**src/hdl/lpm_pkg.sv**
```systemverilog
`timescale 1ns / 1ps
// ----------------------------------------------------------------------------
// LPM route table package
// Command codes, the token that walks the cell chain and the prefix mask.
// ----------------------------------------------------------------------------
package lpm_pkg;

   localparam logic [1:0] CMD_INSERT = 2'd0;
   localparam logic [1:0] CMD_DELETE = 2'd1;
   localparam logic [1:0] CMD_QUERY  = 2'd2;

   localparam int ADDR_W = 32;
   localparam int LEN_W  = 6;
   localparam int PORT_W = 8;

   typedef struct packed {
      logic              vld;
      logic [1:0]        cmd;
      logic [ADDR_W-1:0] addr;
      logic [LEN_W-1:0]  len;
      logic [PORT_W-1:0] port;
      logic [ADDR_W-1:0] hop;
      logic              done;
      logic              claimed;
      logic              found;
      logic [LEN_W-1:0]  best_len;
      logic [ADDR_W-1:0] best_hop;
      logic [PORT_W-1:0] best_port;
   } token_type;

   function automatic logic [ADDR_W-1:0] low_mask(input logic [LEN_W-1:0] len);
      logic [ADDR_W-1:0] m;
      if (len >= LEN_W'(ADDR_W)) begin
         m = '1;
      end else begin
         m = (ADDR_W'(1) << len) - ADDR_W'(1);
      end
      return m;
   endfunction

endpackage

```
**src/hdl/lpm_cell.sv**
```systemverilog
`timescale 1ns / 1ps
// ----------------------------------------------------------------------------
// LPM route table cell
// Holds one route slot and applies each passing command token to it.
// ----------------------------------------------------------------------------
module lpm_cell (
   input  logic             clock,
   input  logic             reset,
   input  logic             adv,
   input  lpm_pkg::token_type tok_i,
   output lpm_pkg::token_type tok_o
);
   import lpm_pkg::*;

   logic              ent_vld_ff, ent_vld_in;
   logic [ADDR_W-1:0] ent_prefix_ff, ent_prefix_in;
   logic [LEN_W-1:0]  ent_len_ff, ent_len_in;
   logic [PORT_W-1:0] ent_port_ff, ent_port_in;
   logic [ADDR_W-1:0] ent_hop_ff, ent_hop_in;
   token_type         tok_ff, tok_in;
   logic              ent_hit;
   logic [ADDR_W-1:0] m;

   always_comb begin
      ent_vld_in    = ent_vld_ff;
      ent_prefix_in = ent_prefix_ff;
      ent_len_in    = ent_len_ff;
      ent_port_in   = ent_port_ff;
      ent_hop_in    = ent_hop_ff;
      tok_in        = tok_i;
      m             = low_mask(ent_len_ff);
      ent_hit = ent_vld_ff && (ent_prefix_ff == tok_i.addr) && (ent_len_ff == tok_i.len);
      if (tok_i.vld) begin
         unique case (tok_i.cmd)
            CMD_INSERT: begin
               if (ent_hit) begin
                  if (!tok_i.done) begin
                     ent_port_in = tok_i.port;
                     ent_hop_in  = tok_i.hop;
                     tok_in.done = 1'b1;
                  end else if (tok_i.claimed) begin
                     ent_vld_in = 1'b0;
                  end
               end else if (!ent_vld_ff && !tok_i.done) begin
                  ent_vld_in     = 1'b1;
                  ent_prefix_in  = tok_i.addr;
                  ent_len_in     = tok_i.len;
                  ent_port_in    = tok_i.port;
                  ent_hop_in     = tok_i.hop;
                  tok_in.done    = 1'b1;
                  tok_in.claimed = 1'b1;
               end
            end
            CMD_DELETE: begin
               if (ent_hit) begin
                  ent_vld_in = 1'b0;
               end
            end
            CMD_QUERY: begin
               if (ent_vld_ff && ((tok_i.addr & m) == ent_prefix_ff)
                   && (!tok_i.found || (ent_len_ff > tok_i.best_len))) begin
                  tok_in.found     = 1'b1;
                  tok_in.best_len  = ent_len_ff;
                  tok_in.best_hop  = ent_hop_ff;
                  tok_in.best_port = ent_port_ff;
               end
            end
            default: begin
            end
         endcase
      end
   end

   always_ff @(posedge clock) begin
      if (reset) begin
         ent_vld_ff <= 1'b0;
         tok_ff     <= '0;
      end else if (adv) begin
         ent_vld_ff <= ent_vld_in;
         tok_ff     <= tok_in;
      end
   end

   always_ff @(posedge clock) begin
      if (adv) begin
         ent_prefix_ff <= ent_prefix_in;
         ent_len_ff    <= ent_len_in;
         ent_port_ff   <= ent_port_in;
         ent_hop_ff    <= ent_hop_in;
      end
   end

   assign tok_o = tok_ff;

endmodule

```
**config.mk**
```make
export PLATFORM = sky130hd
export DESIGN_NAME = lpm_cell
export DESIGN_NICKNAME = d
export VERILOG_FILES = /design/src/hdl/lpm_pkg.sv /design/src/hdl/lpm_cell.sv
export SDC_FILE = /design/constraint.sdc
export NUM_CORES = 1
export LEC_CHECK = 0
export BUFFER_PORTS_ARGS = -buffer_cell sky130_fd_sc_hd__clkbuf_2
export CORE_UTILIZATION = 50
export CTS_CLUSTER_DIAMETER = 30
export DETAILED_ROUTE_END_ITERATION = 16
export HOLD_SLACK_MARGIN = 0.02
export PLACE_DENSITY = 0.75
export SLEW_MARGIN = 5
export SYNTH_ARGS = -nofsm -noshare
export SYNTH_HDL_FRONTEND = slang
export SYNTH_SLANG_ARGS = --single-unit
```
**constraint.sdc**
```tcl
create_clock -name clock -period 6.83 [get_ports clock]
set_clock_uncertainty 0.1 [all_clocks]
set_input_delay 1.366 -clock clock [delete_from_list [all_inputs] [get_ports clock]]
set_output_delay 1.366 -clock clock [all_outputs]
set_load 0.01 [all_outputs]
```
Word level (Yosys, flattened, before mapping)
Cells that the tools add are included. Widths: inputs -> output; s select.

Bits in registers: 209. Input bits: 133. Output and inout bits: 130. Word-level logic and storage cells: 68.

Shifts and indexed selects: 1. Mux-type cells: 20. Reductions and logical operators: 15. Equality and inequality tests: 10. $add $sub $neg: 1. Bitwise logic cells: 2. Order comparisons: 2.

Operators with widths (count): $mux 32 (4); $mux 47 (2); $eq 32x32->1 (2); $mux 49 (1); $and 32x32->32 (1); $shl 1x6->32 const A (1); $sub 32x2->32 const B (1); $mux 8 (3); $reduce_and 5->1 (2); $ne 3x3->1 const B (3); $mux 1 (7); $reduce_and 7->1 (1); $eq 6x6->1 (1); $ge 6x6->1 const B (1); $gt 6x6->1 (1); $logic_and 1x1->1 (5); $mux 2 (2); $ne 2x2->1 const B (2); $reduce_bool 2->1 (2); $logic_not 1->1 (3); $eq 2x1->1 const B (1); $eq 2x2->1 const B (1); $logic_not 2->1 (1); $pmux 1 s2 (1); 2 further kinds (2).

Logic depth before layout (Yosys ltp)
Gate-level depths: netlist of run 1.

Depth after elaboration: 10. Gate-level depth with buffers: 18. Mapped depth without buffers: 11.

Worst setup path before layout of run 1
Ideal clock, no wire load.

Path kind: input port to flip-flop. From: input port adv. To: register ent_len_ff[0], enable pin. Stages: 3. Setup time: 0.532 ns. Required time: 6.198 ns. Path slack: 0.769 ns. Path buffers: 1. Data arrival time: 5.429 ns. Path through: clkbuf_1 > nand3b_1 > nor4_1.

Cells in the longest elaborated chain, start to end: 1.

Ends and longest elaborated chain: from (decl) (line lpm_cell.sv:9) `input logic adv,`; $reduce_and 5->1 (no source line); to (signal assigned) (line lpm_cell.sv:87) `ent_len_ff <= ent_len_in;`; to (decl) (line lpm_cell.sv:17) `logic [LEN_W-1:0] ent_len_ff, ent_len_in;`.

Every way passes these cells. A chain may end at the register's enable or synchronous reset.

Final worst setup path of run 1
From: register ent_len_ff[1]. To: register tok_ff (netlist bit tok_o[21]).

Cells in the longest elaborated chain, start to end: 10. Elaborated cells on any way between the ends: 13. Classes of those cells: add/sub (1); order compare (2); eq/ne (1); shift (1); mux (4); bitwise (1); reduce/logical (3).

Ends and longest elaborated chain: $shl 1x6->32 (line lpm_pkg.sv:36) `m = (ADDR_W'(1) << len) - ADDR_W'(1);`; $sub 32x2->32 (line lpm_pkg.sv:36); $mux 32 (line lpm_pkg.sv:33) `if (len >= LEN_W'(ADDR_W)) begin`; $and 32x32->32 (line lpm_cell.sv:60) `if (ent_vld_ff && ((tok_i.addr & m) == ent_prefix_ff)`; $eq 32x32->1 (line lpm_cell.sv:60); $logic_and 1x1->1 (line lpm_cell.sv:60); $logic_and 1x1->1 (*) (line lpm_cell.sv:61) `&& (!tok_i.found || (ent_len_ff > tok_i.best_len))) begin`; $mux 47 (*) (line lpm_cell.sv:60); $mux 47 (*) (line lpm_cell.sv:34) `unique case (tok_i.cmd)`; $mux 49 (*) (line lpm_cell.sv:33) `if (tok_i.vld) begin`; to (signal assigned) (line lpm_cell.sv:80) `tok_ff <= tok_in;`; to (decl) (line lpm_cell.sv:20) `token_type tok_ff, tok_in;`.

Mark *: on every way between the ends. The rest lies on a longest branch, timed or not.

==> out/summary.log, run 1 <==
[clock_tree] total of hold buffers inserted after clock tree synthesis 0
[routing] detailed-route via count 9298
[yosys] commonest register cell after synthesis sky130_fd_sc_hd__dfxtp_1
[layout] number of standard cells in the layout, taps in and fillers out 1555
[clock_tree] clock tree from TritonCTS built
[global_route] residual overflow from global routing 0
[yosys] post-synthesis cell type count 79
[power_and_ir_drop] leakage power 5.57 nW
[clock_tree] Bufs on Longest Clock Path 3
[layout] final net count 1382
[yosys] biggest area contributors in the synthesized netlist sky130_fd_sc_hd__dfxtp_1 24%, sky130_fd_sc_hd__edfxtp_1 22%, sky130_fd_sc_hd__mux2i_1 8.3%
[clock_tree] sinks on the clock net 209
[clock_tree] root buf cell sky130_fd_sc_hd__clkbuf_16
[floorplanning] Core Region 21000 um2
[worst_setup_path] Largest stage delay, worst path 1.03 ns
[layout] signed area change from the synthesized netlist to the final layout 25.7%
[yosys] EDFF count, synth 78
[sta] Peak Freq 194 MHz
[yosys] average instance area after synthesis 10.6 um2
[job] max-cap viol count 0
[yosys] Synth area leader sky130_fd_sc_hd__dfxtp_1
[floorplanning] # IOs 263
[global_route] met2 GRT Util 0.430
[clock_tree] post-cts resize count 0
[worst_setup_path] cells along the critical path nor2_2, nand2_1, ha_1, o31ai_1, xnor2_1, nor3b_1, a2111oi_2, and3b_2, nand4_1, a311oi_1
[yosys] Net Count, Synth 1157
[yosys] Async SR Flop Fraction 0
[power_and_ir_drop] pwr/cell area 285 nW/um2
[worst_setup_path] critical path data required time 7.14 ns
[clock_tree] CTS clk-pin slew, worst paths 0.05 ns
[worst_setup_path] Critical Path Sink Type register
[yosys] Syn. warnings 0
[layout] layout cells sized above 1 0.325
[placement] post-DP HPWL 21.3 mm
[sta] post-route minimum period 5.15 ns
[layout] Fillers 1679
[yosys] commonest cells in the synthesized netlist 145 x sky130_fd_sc_hd__nor2_1, 131 x sky130_fd_sc_hd__dfxtp_1, 89 x sky130_fd_sc_hd__mux2i_1
[sta] Final period util 0.754
[yosys] Cell Area, Synth 10700 um2
[yosys] Cells after Synth 1017
[worst_setup_path] nature of the critical path startpoint register
[clock_tree] number of buffers inserted by post-CTS setup repair 0
[sta] Final Hold Violating Endpoints 0
[clock_tree] depth of the CTS H-tree 2
[floorplanning] DIE AREA 22100 um2
[status] status completed
[worst_setup_path] minimum setup slack among reg-to-reg paths 1.68 ns
[yosys] flops & latches, synth 209
[floorplanning] die extent in y 149 um
[yosys] fraction of the yosys area taken by sequential cells 0.462
[floorplanning] Row Count 53
[yosys] share of Yosys cell area claimed by the top area cell type 0.244
[placement] buffers added on ports 262
[routing] average wire per cell in the routed design 20.8 um
[sta] setup tns final 0 ns
[sta] final setup vio count 0
[routing] post-detailed-route via-to-cell ratio 5.98
[routing] Routed Antenna Nets 0
[sta] final max-slew violation count 0
[floorplanning] Starting Density 0.511
[global_route] gr busiest metal met2
[global_route] GR Layer Usage met1 0.391
[global_route] initial antenna violation count 2
[global_route] wire length of the first global-routing pass 49.1 mm
[worst_setup_path] arrival time of the worst setup path 5.46 ns
[global_route] gr usage total 0.285
[sta] transition time at the pin with the least slew margin 1.21 ns
[worst_hold_path] Hold Path Class register to register
[worst_setup_path] Worst path slowest cell sky130_fd_sc_hd__edfxtp_1
[placement] Final Wtd Congestion 0.933
[worst_setup_path] startpoint-to-endpoint class of the critical path register to register
[routing] wire length after detailed routing 32.4 mm
[placement] Placed Instances 1471
[floorplanning] horizontal extent of the die 149 um
[clock_tree] number of buffers added by the clock tree synthesis step 44
[yosys] cell with the most instances after synthesis sky130_fd_sc_hd__nor2_1
[routing] detailed-router iteration count before antenna repair 7
[global_route] largest net degree at the start of global routing 89
[routing] remaining design rule violation count 0
[routing] DRC marker count from the first detailed-route iteration 719
[sta] relative max-transition margin 0.189
[sta] RSZ-0062 raised after global routing no
[global_route] vias in the first global route 8820
[clock_tree] later-pin clock latency in the skew report 0.53 ns
[global_route] M3 GR Usage 0.0672
[power_and_ir_drop] worst voltage drop across the vdd grid 184 uV
[worst_setup_path] peak fanout along the critical path 47
power by group:
part	switching [W]	internal, W	leakage [nW]
Clock	0.000699	0.00143	0.729
Sequential	0.0000298	0.00135	1.79
Combinational	0.000203	0.000140	3.05
Total	0.000932	0.00292	5.57
sequential cells by signal (all words and copies together), names as in the netlist:
register	cells
ent_len_ff	6
tok_o	130
ent_port_ff	8
ent_prefix_ff	32
ent_vld_ff	1
ent_hop_ff	32
path summary, 6_finish.rpt:
check,start,endpoint,cells past startpoint
setup reg to reg,ent_len_ff[1],tok_o[21],10
hold / removal,tok_o[27],tok_o[27],2
hold reg to reg,tok_o[27],tok_o[27],2
setup / recovery,ent_len_ff[1],tok_o[21],10
through the flow:
step	setup WS (ns)	power (W)	utilization	hold WS, ns	area (um2)
2_1_floorplan	0.769	0.00159	-	0.393	10700
3_3_place_gp	2.04	0.00173	0.571	0.372	12000
3_5_place_dp	1.86	0.00174	0.571	0.375	12000
4_1_cts	1.84	0.00387	0.643	0.381	13500
5_1_grt	1.45	0.00397	0.643	0.404	13500
6_report	1.68	0.00385	0.643	0.381	13500
cell families after synthesis:
group                    share of synthesized area
buffers and inverters                       0.0588
flip-flops                                   0.462
AO/OA/AOI/OAI                                0.173
XOR/XNOR                                    0.0277
multiplexers                                0.0853
AND/OR/NAND/NOR                              0.185
adder cells (fa/ha/maj)                    0.00815
worst max-delay path, delay by kind of cell (launching register included):
| kind | cells | cell delay [ns] |
|---|---|---|
| compound gates | 3 | 1.03 |
| flops | 1 | 1.03 |
| simple gates | 5 | 1.66 |
| fa+ha+maj | 1 | 0.78 |
| xor+xnor | 1 | 0.39 |
layout by cell type, fill, tap and decap left out, types with 24 or more instances in the layout:
master,instances
sky130_fd_sc_hd__clkbuf_2,260
sky130_fd_sc_hd__nor2_1,143
sky130_fd_sc_hd__dfxtp_1,131
sky130_fd_sc_hd__mux2i_1,89
sky130_fd_sc_hd__edfxtp_1,78
sky130_fd_sc_hd__nor2b_1,62
sky130_fd_sc_hd__nand4_1,54
sky130_fd_sc_hd__a311oi_1,48
sky130_fd_sc_hd__clkbuf_16,45
sky130_fd_sc_hd__o41ai_2,42
sky130_fd_sc_hd__xor2_1,24
layer usage:
metal,vias up,wire [um]
met1,4456,14000
met2,455,14500
met5,-,0
li1,4304,-
met4,0,1130
met3,83,2690
area by class of cell:
| type | instances | area, um2 | share of cell area |
|---|---|---|---|
| multi-input cells | 691 | 5190 | 0.384 |
| repair buffers | 276 | 1430 | 0.105 |
| inverters | 20 | 75.1 | 0.00556 |
| clock buffers | 54 | 1180 | 0.0873 |
| well taps | 275 | 344 | 0.0255 |
| diodes | 2 | 5.00 | 0.000370 |
| clock inverters | 28 | 330 | 0.0244 |
| flip-flops and latches | 209 | 4960 | 0.367 |
Note: power is estimated with default switching activity, not from simulation.
==> inputs of run 2 (changes only) <==
Settings changed: CORE_UTILIZATION 50 to 49, PLACE_DENSITY 0.75 to 0.77.
Clock period 6.83 ns to 4.71 ns, I/O delays scaled along.
==> run 2 against run 1 <==
Against the previous run: first-iteration DRC count is 11% higher; clock power grew 51%; final cell count grew 0.51%; cell area rose by 1.5%; setup slack got worse by 1.4 ns; power is 48% higher.
==> out/summary.log, run 2 (synthesis results as in run 1) <==
[status] status completed [unchanged]
[job] max-cap viol count 0 [unchanged]
[worst_setup_path] nature of the critical path startpoint register [unchanged]
[floorplanning] Row Count 53 [unchanged]
[floorplanning] horizontal extent of the die 150 um [was 149 um]
[layout] summed area of non-filler cells in the final layout 13700 um2 [was 13500 um2]
[routing] wire length the detailed router placed on met1 14.1 mm [was 14.0 mm]
[power_and_ir_drop] worst voltage drop across the vdd grid 385 uV [was 184 uV]
[routing] Routed Antenna Nets 0 [unchanged]
[worst_setup_path] arrival time of the worst setup path 4.67 ns [was 5.46 ns]
[routing] met2 routed wirelength 14.8 mm [was 14.5 mm]
[sta] transition time at the pin with the least slew margin 1.04 ns [was 1.21 ns]
[placement] buffers added on ports 262 [unchanged]
[layout] top library cells by usage in the layout, fill and taps aside 260 x sky130_fd_sc_hd__clkbuf_2, 143 x sky130_fd_sc_hd__nor2_1, 131 x sky130_fd_sc_hd__dfxtp_1 [unchanged]
[clock_tree] number of buffers added by the clock tree synthesis step 42 [was 44]
[worst_hold_path] Hold Path Class register to register [unchanged]
[routing] Routed met3 length 2.93 mm [was 2.69 mm]
[sta] final setup margin 0.275 ns [was 1.68 ns]
[routing] DRC marker count from the first detailed-route iteration 796 [was 719]
[worst_setup_path] Critical Path Sink Type register [unchanged]
[sta] final max-slew violation count 0 [unchanged]
[placement] Final Wtd Congestion 0.959 [was 0.933]
[global_route] gr usage total 0.290 [was 0.285]
[worst_setup_path] peak fanout along the critical path 18 [was 47]
[worst_setup_path] critical path data required time 4.94 ns [was 7.14 ns]
[layout] most common cell after layout, fill and taps aside sky130_fd_sc_hd__clkbuf_2 [unchanged]
[global_route] wire length of the first global-routing pass 50.3 mm [was 49.1 mm]
[clock_tree] clock tree from TritonCTS built [unchanged]
[sta] final setup vio count 0 [unchanged]
[power_and_ir_drop] Power Total 0.00572 W [was 0.00385 W]
[worst_setup_path] number of cells on the worst reg-to-reg path 11 [was 10]
[clock_tree] total of hold buffers inserted after clock tree synthesis 0 [unchanged]
[layout] Antenna Cells 0 [was 2]
[worst_hold_path] worst hold path depth 2 [unchanged]
[floorplanning] # IOs 263 [unchanged]
[routing] detailed-route via count 9401 [was 9298]
[routing] top sig layer met4 [unchanged]
[sta] relative max-transition margin 0.304 [was 0.189]
[floorplanning] die extent in y 150 um [was 149 um]
[placement] Worst Setup Slack post-DPL 0.413 ns [was 1.86 ns]
[sta] Final Hold Violating Endpoints 0 [unchanged]
[layout] final net count 1394 [was 1382]
[global_route] residual overflow from global routing 0 [unchanged]
[layout] max reg flops 130 [unchanged]
[global_route] initial antenna violation count 1 [was 2]
[clock_tree] sinks on the clock net 209 [unchanged]
[sta] Peak Freq 225 MHz [was 194 MHz]
[global_route] vias in the first global route 9044 [was 8820]
[clock_tree] later-pin clock latency in the skew report 0.53 ns [about the same]
[power_and_ir_drop] pwr/cell area 417 nW/um2 [was 285 nW/um2]
[sta] Final period util 0.942 [was 0.754]
[clock_tree] depth of the CTS H-tree 2 [unchanged]
[placement] post-DP HPWL 22.8 mm [was 21.3 mm]
[routing] post-detailed-route via-to-cell ratio 6.01 [was 5.98]
[routing] detailed-router iteration count before antenna repair 5 [was 7]
[routing] wire length after detailed routing 33.0 mm [was 32.4 mm]
[global_route] largest net degree at the start of global routing 93 [was 89]
[clock_tree] post-cts resize count 0 [unchanged]
[placement] area after detailed placement 12200 um2 [was 12000 um2]
[power_and_ir_drop] leakage power 5.68 nW [was 5.57 nW]
[floorplanning] Starting Density 0.505 [was 0.511]
[sta] setup tns final 0 ns [unchanged]
[worst_setup_path] startpoint-to-endpoint class of the critical path register to register [unchanged]
[clock_tree] Bufs on Longest Clock Path 3 [unchanged]
[layout] layout cells sized above 1 0.336 [was 0.325]
[floorplanning] Core Region 21300 um2 [was 21000 um2]
[clock_tree] CTS clk-pin slew, worst paths 0.05 ns [about the same]
[routing] remaining design rule violation count 0 [unchanged]
[clock_tree] number of buffers inserted by post-CTS setup repair 0 [unchanged]
[routing] average wire per cell in the routed design 21.1 um [was 20.8 um]
[clock_tree] root buf cell sky130_fd_sc_hd__clkbuf_16 [unchanged]
[layout] signed area change from the synthesized netlist to the final layout 27.6% [was 25.7%]
[sta] post-route minimum period 4.44 ns [was 5.15 ns]
[sta] RSZ-0062 raised after global routing no [unchanged]
[floorplanning] DIE AREA 22500 um2 [was 22100 um2]
==> run 2: changes by cell type in the layout (fill, tap and decap cells not counted), sizes merged <==
cell	previous run	this run
buf	16	30
bufinv	5	8
clkbuf	314	308
clkinv	15	8
diode	2	0
inv	25	31
==> run 2: area by class of cell <==
class                      instances  area, um2
multi-input combinational        691       5200
tap                              275        344
inverter                          20       75.1
clock inverter                    30        414
timing repair buffer             290       1580
sequential                       209       4960
clock buffer                      48       1130
fill                            1655       7580
==> run 2: critical path, stage by stage, from the launching register on <==
cell                        delay (ns)
sky130_fd_sc_hd__edfxtp_1         0.52
sky130_fd_sc_hd__nor2_2           0.42
sky130_fd_sc_hd__nand2_1          0.11
sky130_fd_sc_hd__ha_1             0.37
sky130_fd_sc_hd__and3_1           0.23
sky130_fd_sc_hd__a211oi_1         0.46
sky130_fd_sc_hd__a2111oi_0        0.22
sky130_fd_sc_hd__a311o_1          0.41
sky130_fd_sc_hd__or2_2            0.54
sky130_fd_sc_hd__buf_4            0.31
sky130_fd_sc_hd__o41ai_2          0.38
sky130_fd_sc_hd__a311oi_1         0.15
==> run 2: where the power goes <==
part | leakage, nW | total, W | internal (W) | switching, W
Clock | 0.757 | 0.00321 | 0.00219 | 0.00102
Sequential | 1.79 | 0.00200 | 0.00196 | 0.0000437
Combinational | 3.14 | 0.000502 | 0.000206 | 0.000295
Total | 5.68 | 0.00572 | 0.00436 | 0.00136
==> run 2: per-layer routing <==
layer | global-route usage | up-vias
met5 | 0 | -
li1 | - | 4335
met1 | 0.391 | 4494
met2 | 0.442 | 488
met4 | 0.115 | 0
met3 | 0.0745 | 84
==> run 2: path summary, 6_finish.rpt <==
path / slack (ns) / startpoint / endpoint
max: 0.27 / ent_len_ff[0] / tok_o[11]
min: 0.38 / tok_o[32] / tok_o[32]
max reg2reg: 0.27 / ent_len_ff[0] / tok_o[11]
min reg2reg: 0.38 / tok_o[32] / tok_o[32]
==> run 2: through the flow <==
| step | instances | util | hold slack, ns |
|---|---|---|---|
| detailed placement | 1485 | 0.571 | 0.378 |
| global placement | 1485 | 0.571 | 0.371 |
| finish | 1563 | 0.644 | 0.384 |
| CTS | 1563 | 0.644 | 0.385 |
| global route | 1563 | 0.644 | 0.400 |
| floorplan | 1017 | - | 0.403 |
